$ cat config.mk
export PLATFORM = sky130hd
export DESIGN_NAME = uia_cell
export DESIGN_NICKNAME = d
export VERILOG_FILES = /design/src/rtl/uia_pkg.sv /design/src/rtl/uia_cell.sv
export SDC_FILE = /design/constraint.sdc
export NUM_CORES = 1
export LEC_CHECK = 0
export BUFFER_PORTS_ARGS = -buffer_cell sky130_fd_sc_hd__buf_4
export CAP_MARGIN = 5
export CORE_MARGIN = 10
export CORE_UTILIZATION = 53
export CTS_BUF_LIST = sky130_fd_sc_hd__clkbuf_2 sky130_fd_sc_hd__clkbuf_4 sky130_fd_sc_hd__clkbuf_8
export DETAILED_ROUTE_END_ITERATION = 8
export PLACE_DENSITY = 0.88
export SLEW_MARGIN = 20
export SYNTH_ARGS = -nofsm -noshare
export SYNTH_HDL_FRONTEND = slang
export SYNTH_SLANG_ARGS = --single-unit
$ cat constraint.sdc
create_clock -name clk -period 5.8 [get_ports clk]
set_input_delay 1.16 -clock clk [delete_from_list [all_inputs] [get_ports clk]]
set_output_delay 1.16 -clock clk [all_outputs]
set_load 0.005 [all_outputs]
$ cat src/rtl/uia_pkg.sv
// Package: shared types, opcodes and constants for the unsigned integer ALU.
`timescale 1ns / 1ps
package uia_pkg;

  localparam int unsigned DefaultWidth = 32;
  localparam int unsigned OpW = 5;
  localparam int unsigned DataW = 32;

  typedef enum logic [OpW-1:0] {
    OP_AND   = 5'd0,
    OP_NAND  = 5'd1,
    OP_ANDYN = 5'd2,
    OP_ANDNY = 5'd3,
    OP_XOR   = 5'd4,
    OP_XNOR  = 5'd5,
    OP_OR    = 5'd6,
    OP_ORYN  = 5'd7,
    OP_ORNY  = 5'd8,
    OP_NOR   = 5'd9,
    OP_EQ    = 5'd10,
    OP_MIN   = 5'd11,
    OP_MAX   = 5'd12,
    OP_ADD   = 5'd13,
    OP_INC   = 5'd14,
    OP_SUB   = 5'd15,
    OP_MUL   = 5'd16,
    OP_DIV   = 5'd17,
    OP_REM   = 5'd18
  } op_t;

  typedef struct packed {
    logic [OpW-1:0]   op;
    logic [DataW-1:0] operand_a;
    logic [DataW-1:0] operand_b;
  } in_item_t;

  typedef struct packed {
    logic [DataW-1:0] result;
    logic             divide_by_zero;
  } out_item_t;

endpackage

$ cat src/rtl/uia_cell.sv
// One cell of the bit-serial chain: one multiply and one restoring divide step.
`timescale 1ns / 1ps
module uia_cell #(
  parameter int unsigned WIDTH = 32,
  parameter int unsigned BIT   = 0
) (
  input  logic             clk,
  input  logic             rst,
  input  logic             vld_in,
  input  logic [4:0]       op_in,
  input  logic [WIDTH-1:0] a_in,
  input  logic [WIDTH-1:0] b_in,
  input  logic [WIDTH-1:0] acc_in,
  input  logic [WIDTH-1:0] quo_in,
  input  logic [WIDTH-1:0] rem_in,
  output logic             vld_out,
  output logic [4:0]       op_out,
  output logic [WIDTH-1:0] a_out,
  output logic [WIDTH-1:0] b_out,
  output logic [WIDTH-1:0] acc_out,
  output logic [WIDTH-1:0] quo_out,
  output logic [WIDTH-1:0] rem_out
);
  import uia_pkg::*;

  logic [WIDTH-1:0] acc_next;
  logic [WIDTH:0]   shifted;
  logic [WIDTH+1:0] diff;
  logic [WIDTH-1:0] rem_next;
  logic [WIDTH-1:0] quo_next;

  // Add the shifted multiplicand for this multiplier bit; take one divide step
  // The shifted remainder can reach WIDTH+1 bits, so subtract one bit wider
  always_comb begin
    acc_next = acc_in;
    if (b_in[BIT]) begin
      acc_next = acc_in + (a_in << BIT);
    end
    shifted  = {rem_in, a_in[WIDTH-1-BIT]};
    diff     = {1'b0, shifted} - {2'b00, b_in};
    quo_next = quo_in;
    rem_next = shifted[WIDTH-1:0];
    if (!diff[WIDTH+1]) begin
      rem_next = diff[WIDTH-1:0];
      quo_next[WIDTH-1-BIT] = 1'b1;
    end
  end

  // Advance control
  always_ff @(posedge clk) begin
    if (rst) begin
      vld_out <= 1'b0;
    end else begin
      vld_out <= vld_in;
    end
  end

  // Advance payload
  always_ff @(posedge clk) begin
    op_out  <= op_in;
    a_out   <= a_in;
    b_out   <= b_in;
    acc_out <= acc_next;
    quo_out <= quo_next;
    rem_out <= rem_next;
  end
endmodule

==> flow_summary.toml <==
[global_route]
grt_max_degree = 37
track_usage_pct = 26.30
grt_pass1_vias = 7348
grt_pass1_wl_um = 41150
overflow = 0
antenna_found_initial = 2

[logic_synthesis]
synth_cells = 787
synthFlopType = "dfxtp_1"
ys_top_cells_by_area = "dfxtp_1 (44%), ha_1 (10%), a21o_1 (4.6%)"
seq_area_frac_synth_pct = 44.09
ys_types = 61
synth_top_area_share_pct = 44.09
yosys_warnings = 0
synth_seq_cells = 166
synth-edff-count = 0
syn-num-nets = 1020
syn_avg_cell_area_um2 = 9.577
async_flop_share_pct = 0
yosysTopAreaCell = "dfxtp_1"
netlist_area_um2 = 7537

[timing]
hold_ws_ns = 0.7832
fin_crit_ns = 4.015
rsz0062_at_grt = "no"
relSlewSlack_pct = 38.17
worst_pin_slew_ns = 0.9274
hold_violations = 0
fin_setup_tns_ns = 0
period_share_pct = 69.22
max_freq_ghz = 0.2491
setup-violations-final = 0
drv_slew = 0

[detailed_routing]
drcViolationCount = 0
ant_nets = 0
wl_per_cell_um = 20.78
first_iter_violations = 444
via_count = 7232
firstDrtPassIters = 5
routed_wirelength_um = 27160
drt-vias-per-instance = 5.533

[die]
start_util_pct = 54.30
fp.dieH_um = 139.3
pin_count = 334
die_x_um = 139.3
rows = 43
die_area_um2 = 19390
core_area_um2 = 13880

[cells_and_area]
fin_nets = 1345
final_cell_mix = "buf_4 (335), dfxtp_1 (166), nand2_1 (67)"
drive_gt1_share_pct = 36.27
layout_commonest_cell = "buf_4"
syn2layout_area_growth_pct = 40.40
fillCellCount = 986

[cts]
clk_pin_slew_worst_paths_ns = 0.10
ctsHoldBuffers = 0
clock_sinks = 166
cts_resized = 0
cts_setup_buffers = 0
cts_root_buf = "clkbuf_8"
cts_tree = "done"
cts_buffers = 17
htreeDepth = 4
cts_buffer_depth = 2

[job]
maxCapViolCount = 0

[critical_path]
cp-start-kind = "primary input"
slowest_delay_ns = 0.79
cp_data_arrival_time_ns = 4.34
crit_chain = "buf_4, ha_1, nor2b_1, o31a_1, o31a_1, o21ai_1, o21ba_2, o31ai_4, a31oi_4, buf_4, o21ai_0"
crit_slowest_cell = "a31oi_4"
critPathKind = "primary input to flop"
crit_required_ns = 6.13
crit_start = "b_in[0]"
worstSetupEndpointType = "flop"
cp_max_fo = 36
cp-endpoint = "rem_out[30]"

[pwr]
pwr_density_cell_nw_per_um2 = 282.7
leakagePower_uw = 0.005271
ir_drop_mv = 0.1456

[place]
gp_congestion = 0.9245
dp_hpwl_um = 21610
portBuffers = 333

[worst_hold_path]
hold_class = "primary input to flop"

[run_status]
status = "complete, no violations"
## area by class of cell
class,instances,area (um2),share of cell area [%]
antenna,2,5.005,0.04729
clock buffer,17,234.0,2.211
clock inverter,15,182.7,1.726
inverter,45,168.9,1.596
multi-input combinational,547,3929,37.12
sequential,166,3323,31.40
tap,180,225.2,2.128
timing repair buffer,335,2515,23.76
## layer usage
| metal | routed length [um] | part of all wire, % | track usage, % | up-vias |
|---|---|---|---|---|
| met1 | 9803 | 36 | 27.05 | 3414 |
| li1 | - | - | - | 3428 |
| met4 | 958 | 3.5 | 10.32 | 0 |
| met3 | 2274 | 8.4 | 8.234 | 57 |
| met2 | 14120 | 52 | 48.33 | 333 |
| met5 | 0 | 0 | 0 | - |
## cell families after synthesis
family | after synthesis | synth area share (%)
compound gates | 225 | 19.41
simple gates | 175 | 10.94
flops | 166 | 44.09
buf+inv | 74 | 3.901
fa+ha+maj | 65 | 10.99
xor+xnor | 53 | 6.159
mux | 29 | 4.515
## where the power goes
part | switching (uW) | leakage, uW | total, uW | internal, uW
clock network | 500 | 0.000206 | 868 | 368
registers | 38.1 | 0.00140 | 1300 | 1260
logic | 400 | 0.00366 | 825 | 425
## critical path: cells and delay by family
kind | cells | cell delay, ns
compound gates | 7 | 2.09
buf+inv | 2 | 0.75
fa+ha+maj | 1 | 0.26
simple gates | 1 | 0.06
## registers in the layout (all words and copies together), names as in the netlist
register  count
a_out        32
acc_out      32
rem_out      32
op_out        5
b_out        32
quo_out      32
vld_out       1
## cell usage after synthesis (all sizes together) (13+ instances only)
cell,n
dfxtp,166
nand2,67
ha,63
o21ai,62
a21oi,57
a21o,46
inv,45
nor2,39
mux2,28
xnor2,28
xor2,25
clkbuf,22
nand4,13
## metrics by stage
step | instances | util, % | setup slack (ns) | total power [uW] | cell area (um2)
2_1_floorplan | 787 | - | 2.081 | 1725 | 7537
3_3_place_gp | 1273 | 73.20 | 1.479 | 2113 | 10160
3_5_place_dp | 1273 | 73.20 | 1.360 | 2135 | 10160
4_1_cts | 1305 | 76.20 | 1.811 | 2995 | 10580
5_1_grt | 1307 | 76.24 | 1.569 | 3121 | 10580
6_report | 1307 | 76.24 | 1.785 | 2992 | 10580
## worst min-delay path by stage
stage               slack, ns           to        from  depth (start not counted)
floorplan                1.19     a_out[0]     a_in[0]                          0
global placement         1.26  quo_out[15]  quo_in[15]                          1
detailed placement       1.27  quo_out[16]  quo_in[16]                          1
CTS                      0.77   quo_out[2]   quo_in[2]                          1
global route             0.77   quo_out[2]   quo_in[2]                          1
finish                   0.78   quo_out[5]   quo_in[5]                          1
(Power assumes the default switching activity.)
